--- src/rtl/core/bsps_pkg.sv ---
// Shared types, register indexes and reset values of the bounded stepper position sequencer.
package bsps_pkg;

	// Default widths of the position count and of the tick timers.
	localparam int POSITION_BITS_DEF = 16;
	localparam int TIMER_BITS_DEF    = 18;

	// Configuration register indexes.
	localparam int CFG_ADDR_W = 3;
	localparam logic [CFG_ADDR_W-1:0] REG_UPPER_LIMIT    = 3'd0;
	localparam logic [CFG_ADDR_W-1:0] REG_GOTO_LOW_TICKS = 3'd1;
	localparam logic [CFG_ADDR_W-1:0] REG_JOG_LOW_TICKS  = 3'd2;
	localparam logic [CFG_ADDR_W-1:0] REG_WAKE_TICKS     = 3'd3;
	localparam logic [CFG_ADDR_W-1:0] REG_SETTLE_TICKS   = 3'd4;
	localparam logic [CFG_ADDR_W-1:0] REG_GUARD_TICKS    = 3'd5;

	// Reset values of the configuration registers.
	localparam int UPPER_LIMIT_RST    = 65535;
	localparam int GOTO_LOW_TICKS_RST = 250;
	localparam int JOG_LOW_TICKS_RST  = 1500;
	localparam int WAKE_TICKS_RST     = 2000;
	localparam int SETTLE_TICKS_RST   = 250000;
	localparam int GUARD_TICKS_RST    = 2000;

	// Command codes carried with each tick.
	localparam int MODE_W = 2;
	localparam logic [MODE_W-1:0] MODE_TICK = 2'd0;
	localparam logic [MODE_W-1:0] MODE_GOTO = 2'd1;
	localparam logic [MODE_W-1:0] MODE_JOG  = 2'd2;

	// Move sequencer phases.
	typedef enum logic [5:0] {
		PH_IDLE   = 6'b000001,
		PH_WAKE   = 6'b000010,
		PH_LOW    = 6'b000100,
		PH_HIGH   = 6'b001000,
		PH_SETTLE = 6'b010000,
		PH_GUARD  = 6'b100000
	} phase_t;

endpackage

--- src/rtl/core/bounded_stepper_position_sequencer.sv ---
// Top level of the bounded stepper position sequencer: step/dir/enable move sequencer.
//
// Every input transaction is one timing tick (nominally one microsecond) and yields exactly one
// result transaction that shows the driver pins, the position count and the busy/done status
// after that tick. A goto command (tuser 1) steps toward target_position; it is rejected at once
// with done and outcome set when the target is above upper_limit or equals the position. A jog
// command (tuser 2) steps while switch_held stays high and the bound is not reached. Each move
// raises enable, waits wake_ticks, steps, waits settle_ticks, drops enable, waits guard_ticks and
// then pulses done. Commands that arrive while a move runs are ignored. One tick is taken per
// clock cycle: the sequencer state and the result register update together on the accepting
// edge, and the result is offered from the next cycle on. A new tick is accepted in every cycle
// in which the result register is empty or its result is taken in that cycle, so the block
// sustains one transaction per cycle; a stalled result holds off the tick input. Configuration
// writes take effect from the next tick on.
module bounded_stepper_position_sequencer #(
	parameter int POSITION_BITS = bsps_pkg::POSITION_BITS_DEF,
	parameter int TIMER_BITS    = bsps_pkg::TIMER_BITS_DEF
) (
	input  logic                                 clk,
	input  logic                                 arst_n,
	// Configuration write port.
	input  logic                                 cfg_we,
	input  logic [bsps_pkg::CFG_ADDR_W-1:0]      cfg_addr,
	input  logic [((POSITION_BITS > TIMER_BITS) ? POSITION_BITS : TIMER_BITS)-1:0] cfg_wdata,
	// Tick input.
	input  logic                                 s_tvalid,
	output logic                                 s_tready,
	// s_tdata from bit 0: target_position, jog_up, switch_held, zero fill.
	input  logic [((POSITION_BITS + 2 + 7) / 8) * 8 - 1:0] s_tdata,
	// s_tuser: mode.
	input  logic [bsps_pkg::MODE_W-1:0]          s_tuser,
	// Result output.
	output logic                                 m_tvalid,
	input  logic                                 m_tready,
	// m_tdata from bit 0: enable_pin, dir_level, step_level, position, busy_res,
	// done_res, outcome, zero fill.
	output logic [((POSITION_BITS + 6 + 7) / 8) * 8 - 1:0] m_tdata
);
	import bsps_pkg::*;

	localparam int POS_W = POSITION_BITS;
	localparam int TMR_W = TIMER_BITS;

	// Configuration registers.
	logic [POS_W-1:0] upper_limit_q;
	logic [TMR_W-1:0] goto_low_q;
	logic [TMR_W-1:0] jog_low_q;
	logic [TMR_W-1:0] wake_q;
	logic [TMR_W-1:0] settle_q;
	logic [TMR_W-1:0] guard_q;

	// Sequencer state.
	phase_t           phase_q, phase_n;
	logic [POS_W-1:0] pos_q, pos_n;
	logic [POS_W-1:0] goal_q, goal_n;
	logic [TMR_W-1:0] wait_q, wait_n;
	logic             jog_q, jog_n;
	logic             dir_q, dir_n;
	logic             step_q, step_n;
	logic             awake_q, awake_n;
	logic             done_n, outcome_n;

	// Result register.
	logic             res_valid_q;
	logic             res_busy_q, res_done_q, res_outcome_q;

	// Input fields.
	logic [POS_W-1:0] target;
	logic             jog_up;
	logic             held;
	logic             accept;

	// Step decision terms.
	logic             go_up, go_down, go_goto, go;
	logic [TMR_W-1:0] low_ticks;

	assign target   = s_tdata[POS_W-1:0];
	assign jog_up   = s_tdata[POS_W];
	assign held     = s_tdata[POS_W+1];
	assign s_tready = !res_valid_q || m_tready;
	assign accept   = s_tvalid && s_tready;

	// Configuration writes.
	always_ff @(posedge clk or negedge arst_n) begin
		if (!arst_n) begin
			upper_limit_q <= POS_W'(UPPER_LIMIT_RST);
			goto_low_q    <= TMR_W'(GOTO_LOW_TICKS_RST);
			jog_low_q     <= TMR_W'(JOG_LOW_TICKS_RST);
			wake_q        <= TMR_W'(WAKE_TICKS_RST);
			settle_q      <= TMR_W'(SETTLE_TICKS_RST);
			guard_q       <= TMR_W'(GUARD_TICKS_RST);
		end else if (cfg_we) begin
			case (cfg_addr)
				REG_UPPER_LIMIT:    upper_limit_q <= cfg_wdata[POS_W-1:0];
				REG_GOTO_LOW_TICKS: goto_low_q    <= cfg_wdata[TMR_W-1:0];
				REG_JOG_LOW_TICKS:  jog_low_q     <= cfg_wdata[TMR_W-1:0];
				REG_WAKE_TICKS:     wake_q        <= cfg_wdata[TMR_W-1:0];
				REG_SETTLE_TICKS:   settle_q      <= cfg_wdata[TMR_W-1:0];
				REG_GUARD_TICKS:    guard_q       <= cfg_wdata[TMR_W-1:0];
				default: ;
			endcase
		end
	end

	// Whether another step follows at a decision tick.
	assign go_up     = held && (pos_q < upper_limit_q);
	assign go_down   = held && (pos_q != '0) && (pos_q <= upper_limit_q);
	assign go_goto   = pos_q != goal_q;
	assign go        = jog_q ? (dir_q ? go_down : go_up) : go_goto;
	assign low_ticks = jog_q ? jog_low_q : goto_low_q;

	// Next state for one tick.
	always_comb begin
		phase_n   = phase_q;
		pos_n     = pos_q;
		goal_n    = goal_q;
		wait_n    = wait_q;
		jog_n     = jog_q;
		dir_n     = dir_q;
		step_n    = step_q;
		awake_n   = awake_q;
		done_n    = 1'b0;
		outcome_n = 1'b0;
		case (phase_q)
			PH_WAKE, PH_HIGH: begin
				if (phase_q == PH_WAKE && wait_q < wake_q) begin
					wait_n = wait_q + TMR_W'(1);
				end else if (go) begin
					if (!jog_q) begin
						dir_n = pos_q > goal_q;
					end
					phase_n = PH_LOW;
					step_n  = 1'b0;
					wait_n  = TMR_W'(1);
				end else begin
					phase_n = PH_SETTLE;
					wait_n  = '0;
				end
			end
			PH_LOW: begin
				if (wait_q < low_ticks) begin
					wait_n = wait_q + TMR_W'(1);
				end else begin
					phase_n = PH_HIGH;
					step_n  = 1'b1;
					pos_n   = dir_q ? pos_q - POS_W'(1) : pos_q + POS_W'(1);
				end
			end
			PH_SETTLE: begin
				if (wait_q < settle_q) begin
					wait_n = wait_q + TMR_W'(1);
				end else begin
					phase_n = PH_GUARD;
					awake_n = 1'b0;
					wait_n  = '0;
				end
			end
			PH_GUARD: begin
				if (wait_q < guard_q) begin
					wait_n = wait_q + TMR_W'(1);
				end else begin
					phase_n = PH_IDLE;
					done_n  = 1'b1;
				end
			end
			default: begin
				phase_n = PH_IDLE;
				if (s_tuser == MODE_GOTO) begin
					if (target > upper_limit_q || target == pos_q) begin
						done_n    = 1'b1;
						outcome_n = 1'b1;
					end else begin
						goal_n  = target;
						jog_n   = 1'b0;
						awake_n = 1'b1;
						phase_n = PH_WAKE;
						wait_n  = '0;
					end
				end else if (s_tuser == MODE_JOG) begin
					jog_n   = 1'b1;
					dir_n   = !jog_up;
					awake_n = 1'b1;
					phase_n = PH_WAKE;
					wait_n  = '0;
				end
			end
		endcase
	end

	// State and result update on each accepted transaction.
	always_ff @(posedge clk or negedge arst_n) begin
		if (!arst_n) begin
			phase_q       <= PH_IDLE;
			pos_q         <= '0;
			goal_q        <= '0;
			wait_q        <= '0;
			jog_q         <= 1'b0;
			dir_q         <= 1'b0;
			step_q        <= 1'b0;
			awake_q       <= 1'b0;
			res_valid_q   <= 1'b0;
			res_busy_q    <= 1'b0;
			res_done_q    <= 1'b0;
			res_outcome_q <= 1'b0;
		end else begin
			if (accept) begin
				phase_q       <= phase_n;
				pos_q         <= pos_n;
				goal_q        <= goal_n;
				wait_q        <= wait_n;
				jog_q         <= jog_n;
				dir_q         <= dir_n;
				step_q        <= step_n;
				awake_q       <= awake_n;
				res_busy_q    <= phase_n != PH_IDLE;
				res_done_q    <= done_n;
				res_outcome_q <= outcome_n;
				res_valid_q   <= 1'b1;
			end else if (m_tready) begin
				res_valid_q <= 1'b0;
			end
		end
	end

	// Result packing; pins and position come straight from the state registers.
	assign m_tvalid = res_valid_q;
	always_comb begin
		m_tdata              = '0;
		m_tdata[0]           = awake_q;
		m_tdata[1]           = dir_q;
		m_tdata[2]           = step_q;
		m_tdata[POS_W+2:3]   = pos_q;
		m_tdata[POS_W+3]     = res_busy_q;
		m_tdata[POS_W+4]     = res_done_q;
		m_tdata[POS_W+5]     = res_outcome_q;
	end

endmodule

--- config.mk ---
export PLATFORM = sky130hd
export DESIGN_NAME = bounded_stepper_position_sequencer
export DESIGN_NICKNAME = d
export VERILOG_FILES = /design/src/rtl/core/bsps_pkg.sv /design/src/rtl/core/bounded_stepper_position_sequencer.sv
export SDC_FILE = /design/constraint.sdc
export NUM_CORES = 1
export LEC_CHECK = 0
export BUFFER_PORTS_ARGS = -buffer_cell sky130_fd_sc_hd__buf_2
export CAP_MARGIN = 10
export CORE_MARGIN = 4
export CORE_UTILIZATION = 60
export DETAILED_ROUTE_END_ITERATION = 12
export GPL_TIMING_DRIVEN = 0
export PLACE_DENSITY = 0.79
export SETUP_SLACK_MARGIN = 0.2
export SLEW_MARGIN = 20
export SYNTH_ARGS = -nofsm -noshare
export SYNTH_HDL_FRONTEND = slang
export SYNTH_SLANG_ARGS = --single-unit
export TNS_END_PERCENT = 50
--- constraint.sdc ---
create_clock -name clk -period 6.4 [get_ports clk]
set_input_delay 1.28 -clock clk [delete_from_list [all_inputs] [get_ports clk]]
set_output_delay 1.28 -clock clk [all_outputs]
set_load 0.02 [all_outputs]
==> flow_summary.ini <==
[status]
status = complete, no violations

[finish]
fin_nets = 1380
fillers = 1372
layout-drive-gt1-share_pct = 20.3
multi_input_comb_area_mm2 = 0.00594
final_common_cell = ha_1
area_delta_synth_final_pct = 11.3
final_cell_mix = ha_1, dfrtp_1, o21ai_0
n_antenna_cell = 0
seqCellArea_mm2 = 0.00432

[yosys]
yosysWarningCount = 0
synth_edf_count = 0
yosysUniqueCellTypes = 61
syn_area_mm2 = 0.0108
synth_ff_type = dfrtp_1
syn_inst = 1105
postSynth.asyncResetShare_pct = 100
ys_seq_elements = 170
postSynthAreaPerCell_um2 = 9.79
ys_seq_area_share_pct = 39.9

[setup_path]
cp.required_ns = 6.73
crit_arrival_ns = 5.51
r2r-start = jog_q
crit_type = flip-flop to flip-flop
cp-startpoint = jog_q
end_kind = flip-flop
cp_max_fo = 10
critPathLaunchType = flip-flop

[routing]
dr.pass1.iters = 5
wl_um = 25700
wl_per_cell_um = 17.9
viasPerCell = 5.91
drt_iter0_markers = 573
ant_nets = 0
vias = 8465
drc = 0

[cts]
clk_latency_ns = 0.43
clk_pin_slew_ns = 0.06
cts_tree = done
root_buffer = clkbuf_16
cts_resized = 0
clk_path_buf_depth = 2
htree_levels = 4
clock-sinks = 170
hold_buffers = 0
cts_buffers = 17
post_cts_buffers = 0

[placement]
port_buffers = 68
dp_hpwl_um = 19200
gp_congestion = 0.913

[worst_hold_path]
hp-start = res_busy_q
hp-class = flip-flop to flip-flop

[global_routing]
grt_pass1_vias = 8393
grt_max_degree = 103
grtUsageTotal_pct = 26.4
grt-ovfl-total = 0
grt_pass1_wl_um = 42700
antenna_found_initial = 0

[sta]
relSlewSlack_pct = 33.3
setup_viol = 0
slew_violations = 0
hold_viol = 0
skew_ns = 0.0136
period_share_pct = 81.0
max_slew.worst_pin.slew_ns = 0.992
timing.fmax_ghz = 0.193
layout_min_cycle_time_ns = 5.18
finalHoldWorstSlack_ns = 0.477
tns_ns = 0
rsz0062_at_grt = false

[power_and_ir_drop]
power.total_w = 0.00366
p_leak_nw = 5.93
p_per_area_mw_per_mm2 = 304
ir_drop_uv = 220

[floorplan]
start_util_pct = 61.9
die-area_mm2 = 0.0202
die_y_um = 142
ios = 78
core-area_mm2 = 0.0175
fp.dieW_um = 142
num_rows = 48

[job]
max_cap_viol_count = 0
## Yosys cell counts (all sizes together), types with 3 or more instances
library cell,instances,share of area [%]
o2111ai,4,0.32
nor2,45,1.6
ha,133,15
nand4,13,0.75
mux2i,21,1.9
nor4,7,0.46
xnor2,15,1.2
nor3,10,0.46
o21a,10,0.69
dfstp,49,12
a31oi,5,0.29
nand2b,20,1.2
xor2,17,1.4
nand3,22,1.0
and4,6,0.49
nor3b,3,0.21
nand2,110,3.8
a21o,18,1.2
a2111oi,5,0.40
nor2b,10,0.58
o21ai,123,5.7
and3,12,0.69
a211o,3,0.24
o211ai,6,0.42
a211oi,11,0.76
clkbuf,28,0.97
a21oi,42,2.0
o31ai,11,0.76
mux2,76,7.9
inv,97,3.4
dfrtp,121,28
and2,4,0.23
buf,16,1.0
or3,5,0.29
## worst max-delay path: stages (launching register included)
cell      delay (ns)
dfrtp_1         0.32
buf_2           0.21
clkbuf_1        0.67
clkbuf_1        0.73
mux2i_1         0.21
ha_1            0.33
and4_1          0.22
nor3b_1         0.43
inv_1           0.10
o311a_1         0.44
nand2_1         0.14
a21oi_1         0.08
o211ai_1        0.17
buf_2           0.29
clkbuf_1        0.41
o21ai_0         0.21
o31ai_1         0.11
## routing by layer
| metal | part of all wire (%) | GRT usage, % |
|---|---|---|
| met1 | 47 | 38.3 |
| met2 | 45 | 40.1 |
| met3 | 5.6 | 4.81 |
| met4 | 2.4 | 9.05 |
| met5 | 0 | 0 |
## report_power, final
group | internal, W | switching, W | total (W)
clock network | 0.000557 | 0.000427 | 0.000984
logic | 0.000524 | 0.000662 | 0.00119
registers | 0.00135 | 0.000145 | 0.00149
total | 0.00243 | 0.00123 | 0.00366
## worst paths after layout
kind / to / slack, ns / cells past startpoint
setup / recovery: wait_q[15] / 1.22 / 16
hold / removal: res_busy_q / 0.48 / 2
setup reg to reg: wait_q[15] / 1.22 / 16
hold reg to reg: res_busy_q / 0.48 / 2
max in group asynchronous: jog_low_q[3] / 4.70 / 2
min in group asynchronous: m_tvalid / 0.80 / 1
## logic make-up (layout without fill, tap and decap cells)
logic type,after synthesis,after routing,synth area share [%]
AO/OA/AOI/OAI,254,254,14.3
adder cells (fa/ha/maj),134,134,15.6
AND/OR/NAND/NOR,276,276,12.4
buffers and inverters,141,242,5.35
flip-flops,170,170,39.9
multiplexers,97,97,9.85
XOR/XNOR,32,32,2.59
other,1,2,0.0347
## final cells by class
type / count / share of cell area, %
Tap cell: 225 / 2.34
Buffer: 44 / 1.79
Multi-Input combinational cell: 795 / 49.3
Clock inverter: 10 / 0.769
Timing Repair Buffer: 69 / 3.14
Sequential cell: 170 / 35.8
Clock buffer: 22 / 3.85
Inverter: 97 / 3.02
## metrics by stage
| stage | cell area, um2 | instances | util, % | setup WS, ns |
|---|---|---|---|---|
| final | 12000 | 1432 | 68.9 | 1.22 |
| after global routing | 12000 | 1432 | 68.9 | 0.939 |
| after CTS | 12000 | 1432 | 68.9 | 1.22 |
| after detailed placement | 11500 | 1400 | 65.7 | 1.30 |
| after global placement | 11400 | 1399 | 65.5 | 1.44 |
| after floorplan | 10800 | 1106 | - | 2.80 |
## state kept, by name (all words and copies together) (netlist names), 6 cells and up
name           cells
goal_q            16
goto_low_q        18
guard_q           18
jog_low_q         18
phase_q            6
pos_q             16
settle_q          18
upper_limit_q     16
wait_q            18
wake_q            18
Power figures use the tool's default switching activity.
